[src/design/rmqt_pkg.sv]
// Package for the range minimum query table.
// Shared widths, command and status codes, controller/datapath structs.
// No dependencies.
package rmqt_pkg;

  localparam int MAX_ELEMENTS = 1024;
  localparam int ADDR_W       = $clog2(MAX_ELEMENTS);
  localparam int CNT_W        = ADDR_W + 1;
  localparam int DATA_W       = 32;

  typedef enum logic [1:0] {
    CMD_CLEAR  = 2'd0,
    CMD_APPEND = 2'd1,
    CMD_BUILD  = 2'd2,
    CMD_QUERY  = 2'd3
  } cmd_t;

  typedef enum logic [1:0] {
    ST_OK        = 2'd0,
    ST_BAD_RANGE = 2'd1,
    ST_NOT_BUILT = 2'd2
  } status_t;

  typedef struct packed {
    logic scan;
    logic emit;
  } dp_ctrl_t;

  typedef struct packed {
    logic query_go;
    logic query_ok;
    logic issue_last;
    logic out_free;
  } dp_stat_t;

endpackage

[src/design/rmqt_ctrl.sv]
// Controller for the range minimum query table.
// Sequences the element scan and result beat; depends on rmqt_pkg.
module rmqt_ctrl (
  input  logic              clk,
  input  logic              rst_n,
  input  rmqt_pkg::dp_stat_t stat,
  output rmqt_pkg::dp_ctrl_t ctrl,
  output logic              in_ready
);
  import rmqt_pkg::*;

  typedef enum logic [3:0] {
    S_IDLE = 4'b0001,
    S_SCAN = 4'b0010,
    S_WAIT = 4'b0100,
    S_DONE = 4'b1000
  } state_t;

  state_t state_r, state_nxt;

  always_ff @(posedge clk) begin
    if (!rst_n) begin
      state_r <= S_IDLE;
    end else begin
      state_r <= state_nxt;
    end
  end

  always_comb begin
    state_nxt = state_r;
    ctrl      = '0;
    in_ready  = 1'b0;
    unique case (state_r)
      S_IDLE: begin
        in_ready = 1'b1;
        if (stat.query_go) begin
          state_nxt = stat.query_ok ? S_SCAN : S_DONE;
        end
      end
      S_SCAN: begin
        ctrl.scan = 1'b1;
        if (stat.issue_last) begin
          state_nxt = S_WAIT;
        end
      end
      S_WAIT: begin
        state_nxt = S_DONE;
      end
      S_DONE: begin
        if (stat.out_free) begin
          ctrl.emit = 1'b1;
          state_nxt = S_IDLE;
        end
      end
      default: state_nxt = S_IDLE;
    endcase
  end

endmodule

[config.mk]
export PLATFORM = sky130hd
export DESIGN_NAME = rmqt_ctrl
export DESIGN_NICKNAME = d
export VERILOG_FILES = /design/src/design/rmqt_pkg.sv /design/src/design/rmqt_ctrl.sv
export SDC_FILE = /design/constraint.sdc
export NUM_CORES = 1
export LEC_CHECK = 0
export ABC_CLOCK_PERIOD_IN_PS = 1400
export BUFFER_PORTS_ARGS = -buffer_cell sky130_fd_sc_hd__buf_2
export CORE_AREA = 2 2 39 41
export CTS_CLUSTER_SIZE = 20
export DETAILED_ROUTE_END_ITERATION = 7
export DIE_AREA = 0 0 41 43
export PLACE_DENSITY = 0.37
export SYNTH_ARGS = -nofsm -noshare
export SYNTH_HDL_FRONTEND = slang
export SYNTH_SLANG_ARGS = --single-unit
export TNS_END_PERCENT = 50
[constraint.sdc]
create_clock -name clk -period 1.4 [get_ports clk]
set_input_delay 0.14 -clock clk [delete_from_list [all_inputs] [get_ports clk]]
set_output_delay 0.14 -clock clk [all_outputs]
set_load 0.01 [all_outputs]
==> reports/summary.log, run 1 <==
[logic_synthesis] synthesis-stage register bit count 4
[outcome] result of the run completed
[grt] overall track demand over capacity in global routing 0.0992
[clock_network] clock buffer depth 2
[finish] Largest register FFs 4
[finish] diode insertion count for antenna repair 0
[sta] unrepaired setup endpoints after global routing false
[clock_network] count of H-tree levels built during CTS 1
[finish] combined area of the multi-input logic cells 195 um^2
[place] placed inst area 349 um^2
[clock_network] count of buffers added by post-CTS timing repair for setup 0
[power_and_ir_drop] maximum ir drop on the vdd rail 285 uV
[sta] Post-Route Hold Slack 0.125 ns
[logic_synthesis] Async SR Flop Fraction 0
[routing] DRC violations left 0
[sta] transition time at the pin with the least slew margin 0.359 ns
[logic_synthesis] sequential fraction of the synthesis area 0.290
[sta] Setup violations, final 0
[clock_network] clk sink count 4
[die] Top Ports 9
[logic_synthesis] top cells by area, synth sky130_fd_sc_hd__dfxtp_1, sky130_fd_sc_hd__nor3b_1, sky130_fd_sc_hd__or2b_1
[critical_path] biggest fanout along the worst timing path 4
[logic_synthesis] Post-Synthesis Net Count 39
[die] starting utilization of the core area 0.200
[finish] post-route cell area 394 um^2
[logic_synthesis] top cells by instance count after synthesis sky130_fd_sc_hd__dfxtp_1, sky130_fd_sc_hd__nor3b_1, sky130_fd_sc_hd__nand2_1, sky130_fd_sc_hd__nor2_1, sky130_fd_sc_hd__or2b_1
[logic_synthesis] EDFF count, synth 0
[logic_synthesis] cell accounting for the most synthesized area sky130_fd_sc_hd__dfxtp_1
[routing] DR iter-0 viols 3
[routing] number of routed nets with antenna violations 0
[grt] number of global-route vias before repair 299
[routing] routed wire length 692 um
[hold_path] worst min-delay path class input port to flip-flop
[finish] filler instances 161
[finish] register with the most flip-flops state_r
[sta] upper clock frequency limit 734 MHz
[critical_path] crit path kind flip-flop to flip-flop
[critical_path] critical path data required time 1.50 ns
[clock_network] clock latency at the later pin of the worst-skew pair 0.23 ns
[logic_synthesis] Mean Syn Cell Area 8.38 um^2
[critical_path] Critical Path Sink Type flip-flop
[die] die boundary height 43 um
[logic_synthesis] share of Yosys cell area claimed by the top area cell type 0.290
[run] max capacitance violation total 0
[clock_network] cell chosen for the clock root sky130_fd_sc_hd__clkbuf_4
[clock_network] Num CTS Buffers 3
[logic_synthesis] instance count of the mapped netlist 33
[die] Row Count 14
[routing] Detailed Routing Iterations Pass 1 2
[place] Port Buffers 8
[clock_network] # hold bufs at CTS 0
[routing] routed vias 293
[routing] routed wirelength normalized by instance count 11.3 um
[critical_path] Data arrival, critical path 1.47 ns
[place] Cell Count Post-Placement 58
[finish] total number of nets in the final design 53
[finish] register area 82.6 um^2
[grt] wire length of the first global-routing pass 1120 um
[sta] post-route fraction of the period consumed by the critical path 0.973
[die] area of the core 1380 um^2
[logic_synthesis] most frequent cell after synthesis sky130_fd_sc_hd__dfxtp_1
[logic_synthesis] synthesized area 277 um^2
[power_and_ir_drop] cell area power density 1330 nW/um^2
[sta] Slew Limit Headroom 0.760
[place] total half-perimeter wirelength after legalization and detailed placement 525 um
[finish] non-filler instance count after layout 61
[logic_synthesis] most common flop cell mapped by yosys sky130_fd_sc_hd__dfxtp_1
[place] GP Congestion 0.759
[logic_synthesis] number of distinct library cells after synthesis 25
[grt] pin count of the biggest net entering global routing 8
[die] Total Die Area 1760 um^2
[critical_path] critical path startpoint category flip-flop
[power_and_ir_drop] final total power 526 uW
[routing] via count normalized by instance count 4.80
[die] Horiz. Die Dim 41 um
[power_and_ir_drop] static leakage 0.000176 uW
[grt] total gr overflow 0
[clock_network] clock tree from TritonCTS built
[sta] number of hold violations in the final report 0
[finish] largest registers state_r (4)
[sta] post-route minimum period 1.36 ns
[finish] fraction of layout cells with a size suffix above 1 0.467
[logic_synthesis] Warnings, synthesis 0
[finish] Area Overhead vs Synth 42.5%
[sta] Clock Skew 0.00197 ns
[clock_network] Clk pin slew, worst setup/hold paths 0.04 ns
[sta] Slew Limit Fails 0
[finish] core occupancy in the finished layout 0.285
[grt] antenna violations before repair 0
[metrics by stage]
stage	TNS (ns)	worst slack, ns
after floorplan	-0.00315	-0.00315
after global placement	-0.00158	-0.00158
after detailed placement	-0.00309	-0.00309
after CTS	0	0.0224
after global routing	0	0.00611
final	0	0.0380
[final timing paths]
kind	startpoint	to	slack, ns	cells after the start
setup / recovery	state_r[1]	state_r[0]	0.04	4
setup reg to reg	state_r[1]	state_r[0]	0.04	4
hold reg to reg	state_r[3]	state_r[0]	0.70	3
hold / removal	rst_n	state_r[0]	0.13	2
[cells in the final DEF, fill, tap and decap left out, drive strengths merged, types with 2 or more instances in the layout]
cell,n
nand2,2
clkbuf,3
or2b,2
dfxtp,4
nor2,2
nor3b,3
buf,12
[power by group]
group,total [uW],switching [uW],leakage [uW],internal [uW]
Combinational,228,101,0.000129,127
Clock,144,47.7,0.0000138,96.0
Sequential,154,19.9,0.0000336,134
Total,526,169,0.000176,357
[layout make-up]
type / count / area share
multi-input cells: 25 / 0.495
flip-flops and latches: 4 / 0.210
well taps: 16 / 0.0508
clock buffers: 3 / 0.0571
repair buffers: 12 / 0.178
inverters: 1 / 0.00952
[layer usage]
layer | up-vias | global-route usage | part of all wire | wire [um]
li1 | 147 | - | - | -
met1 | 140 | 0.115 | 0.41 | 286
met2 | 6 | 0.131 | 0.54 | 377
met3 | 0 | 0.0157 | 0.042 | 29
met4 | 0 | 0.120 | 0 | 0
met5 | - | 0 | 0 | 0
[worst max-delay path, stage by stage (launching register included)]
cell                       delay [ns]
sky130_fd_sc_hd__dfxtp_2         0.33
sky130_fd_sc_hd__or3b_1          0.37
sky130_fd_sc_hd__a311o_1         0.35
sky130_fd_sc_hd__o311ai_1        0.09
sky130_fd_sc_hd__nand3_1         0.10
[kinds of logic after synthesis]
kind of cell    Yosys count  share of synthesized area
compound gates            6                      0.154
mux                       1                     0.0362
simple gates             18                      0.421
buf+inv                   4                     0.0995
flops                     4                      0.290
[timing repair]
action / 4_1_cts / 5_1_grt
endpoints found under the setup margin: 2 / 4
gates resized for setup: 2 / 3
pin swaps: 0 / 1
No activity file was read; power rests on OpenSTA's default activity.
==> run 2: changes to the inputs <==
- ABC_CLOCK_PERIOD_IN_PS: 1400 -> 1770
- PLACE_DENSITY: 0.37 -> 0.35
- clock period: 1.4 -> 1.77 ns (I/O delays scaled with it)
==> reports/summary.log, run 2 (synthesized netlist as in run 1, its figures left out) <==
[routing] routed wire length 663 um
[finish] most common cell after layout, fill and taps aside sky130_fd_sc_hd__buf_2
[hold_path] number of cells on the worst hold path 2
[critical_path] critical path startpoint category flip-flop
[run] max capacitance violation total 0
[place] Port Buffers 8
[finish] Area Overhead vs Synth 24.0%
[clock_network] clock latency at the later pin of the worst-skew pair 0.23 ns
[clock_network] post-CTS resize count 0
[finish] total number of nets in the final design 50
[finish] filler instances 158
[place] setup slack at placement 0.323 ns
[die] Total Die Area 1760 um^2
[grt] overall track demand over capacity in global routing 0.0953
[critical_path] Worst Path Buf+Inv 1
[die] Row Count 14
[routing] routed wirelength normalized by instance count 11.4 um
[finish] fraction of layout cells with a size suffix above 1 0.310
[clock_network] clock tree from TritonCTS built
[critical_path] r2r worst-path depth 4
[power_and_ir_drop] maximum ir drop on the vdd rail 266 uV
[die] Horiz. Die Dim 41 um
[grt] number of global-route vias before repair 276
[grt] pin count of the biggest net entering global routing 11
[sta] Setup violations, final 0
[clock_network] Clk pin slew, worst setup/hold paths 0.04 ns
[sta] Slew Limit Fails 0
[place] total half-perimeter wirelength after legalization and detailed placement 530 um
[power_and_ir_drop] net switching component of the power 121 uW
[routing] number of routed nets with antenna violations 0
[power_and_ir_drop] internal portion of total power 250 uW
[finish] register with the most flip-flops state_r
[critical_path] Critical path origin state_r[1]
[clock_network] count of buffers added by post-CTS timing repair for setup 0
[die] starting utilization of the core area 0.200
[critical_path] cell-by-cell listing of the critical path or2b_1, nor3_1, buf_2
[critical_path] critical path data required time 1.59 ns
[power_and_ir_drop] Clock power frac 0.304
[routing] DR iter-0 viols 3
[grt] total gr overflow 0
[power_and_ir_drop] switching part of the total 0.326
[critical_path] CP Depth 3
[die] die boundary height 43 um
[grt] wire length of the first global-routing pass 1100 um
[critical_path] biggest fanout along the worst timing path 10
[routing] routed vias 278
[place] placed inst area 320 um^2
[sta] upper clock frequency limit 632 MHz
[die] Top Ports 9
[finish] largest registers state_r (4)
[finish] post-route cell area 343 um^2
[power_and_ir_drop] register share of total power 0.353
[finish] Largest register FFs 4
[sta] number of hold violations in the final report 0
[grt] antenna violations before repair 0
[clock_network] count of H-tree levels built during CTS 1
[sta] summed negative setup slack over all endpoints 0 ns
[power_and_ir_drop] combinational power share 0.343
[routing] DRC violations left 0
[place] GP Congestion 0.729
[critical_path] Top delay family on crit path simple AND/OR/NAND/NOR gates
[finish] diode insertion count for antenna repair 0
[critical_path] capturing instance or port of the critical path ctrl[1]
[sta] unrepaired setup endpoints after global routing false
[sta] transition time at the pin with the least slew margin 0.454 ns
[critical_path] worst reg2reg setup slack 0.32 ns
[finish] highest-count cells in the layout ignoring fill and taps sky130_fd_sc_hd__buf_2, sky130_fd_sc_hd__dfxtp_1, sky130_fd_sc_hd__nor3b_1, sky130_fd_sc_hd__clkbuf_4
[sta] Clock Skew 0.00224 ns
[die] area of the core 1380 um^2
[critical_path] Reg-to-Reg Start state_r[1]
[finish] combined area of the multi-input logic cells 169 um^2
[clock_network] clk sink count 4
[clock_network] Num CTS Buffers 3
[critical_path] Critical Path Sink Type output pin
[critical_path] cell with the largest stage delay on the worst path sky130_fd_sc_hd__dfxtp_1
[critical_path] Max stage delay on crit path 0.49 ns
[power_and_ir_drop] static leakage 0.000148 uW
[sta] post-route minimum period 1.58 ns
[routing] Detailed Routing Iterations Pass 1 2
[clock_network] cell chosen for the clock root sky130_fd_sc_hd__clkbuf_4
[routing] via count normalized by instance count 4.79
[clock_network] # hold bufs at CTS 0
[critical_path] capture point of the worst reg-to-reg path state_r[0]
[outcome] result of the run completed
[sta] post-route fraction of the period consumed by the critical path 0.894
[power_and_ir_drop] cell area power density 1080 nW/um^2
[critical_path] Data arrival, critical path 1.40 ns
[sta] final setup slack of the worst path 0.188 ns
[clock_network] clock buffer depth 2
[sta] Slew Limit Headroom 0.694
[critical_path] crit path kind flip-flop to output pin
[hold_path] worst min-delay path class input port to flip-flop
[finish] register area 80.1 um^2
run 2: area by class of cell:
class / instances / share of cell area
multi-input cells: 25 / 0.493
flip-flops and latches: 4 / 0.234
repair buffers: 9 / 0.139
clock buffers: 3 / 0.0657
well taps: 16 / 0.0584
inverters: 1 / 0.0109
run 2: how the worst min path moves through the flow:
stage,from,end
2_1_floorplan,rst_n,state_r[0]
3_5_place_dp,rst_n,state_r[0]
3_3_place_gp,rst_n,state_r[0]
4_1_cts,rst_n,state_r[0]
5_1_grt,rst_n,state_r[0]
6_report,rst_n,state_r[0]
run 2: power groups by stage:
stage	sequential, uW	combinational [uW]	clock, uW
3_3_place_gp	132	126	0
5_1_grt	134	145	121
6_report	131	128	113
3_5_place_dp	133	128	0
2_1_floorplan	109	124	0
4_1_cts	131	128	119
run 2: metal layers:
layer | GRT usage | wire length (um) | up-vias
met1 | 0.106 | 278 | 131
met3 | 0.0157 | 32 | 0
met4 | 0.0800 | 0 | 0
met2 | 0.147 | 352 | 8
met5 | 0 | 0 | -
li1 | - | - | 139
run 2: stage by stage:
stage | std cells | utilization | hold WS (ns) | total power, uW
after global placement | 55 | 0.231 | 0.393 | 258
after global routing | 58 | 0.248 | 0.178 | 400
after detailed placement | 55 | 0.231 | 0.392 | 261
final | 58 | 0.248 | 0.153 | 372
after floorplan | 33 | - | 0.249 | 234
after CTS | 58 | 0.248 | 0.147 | 379
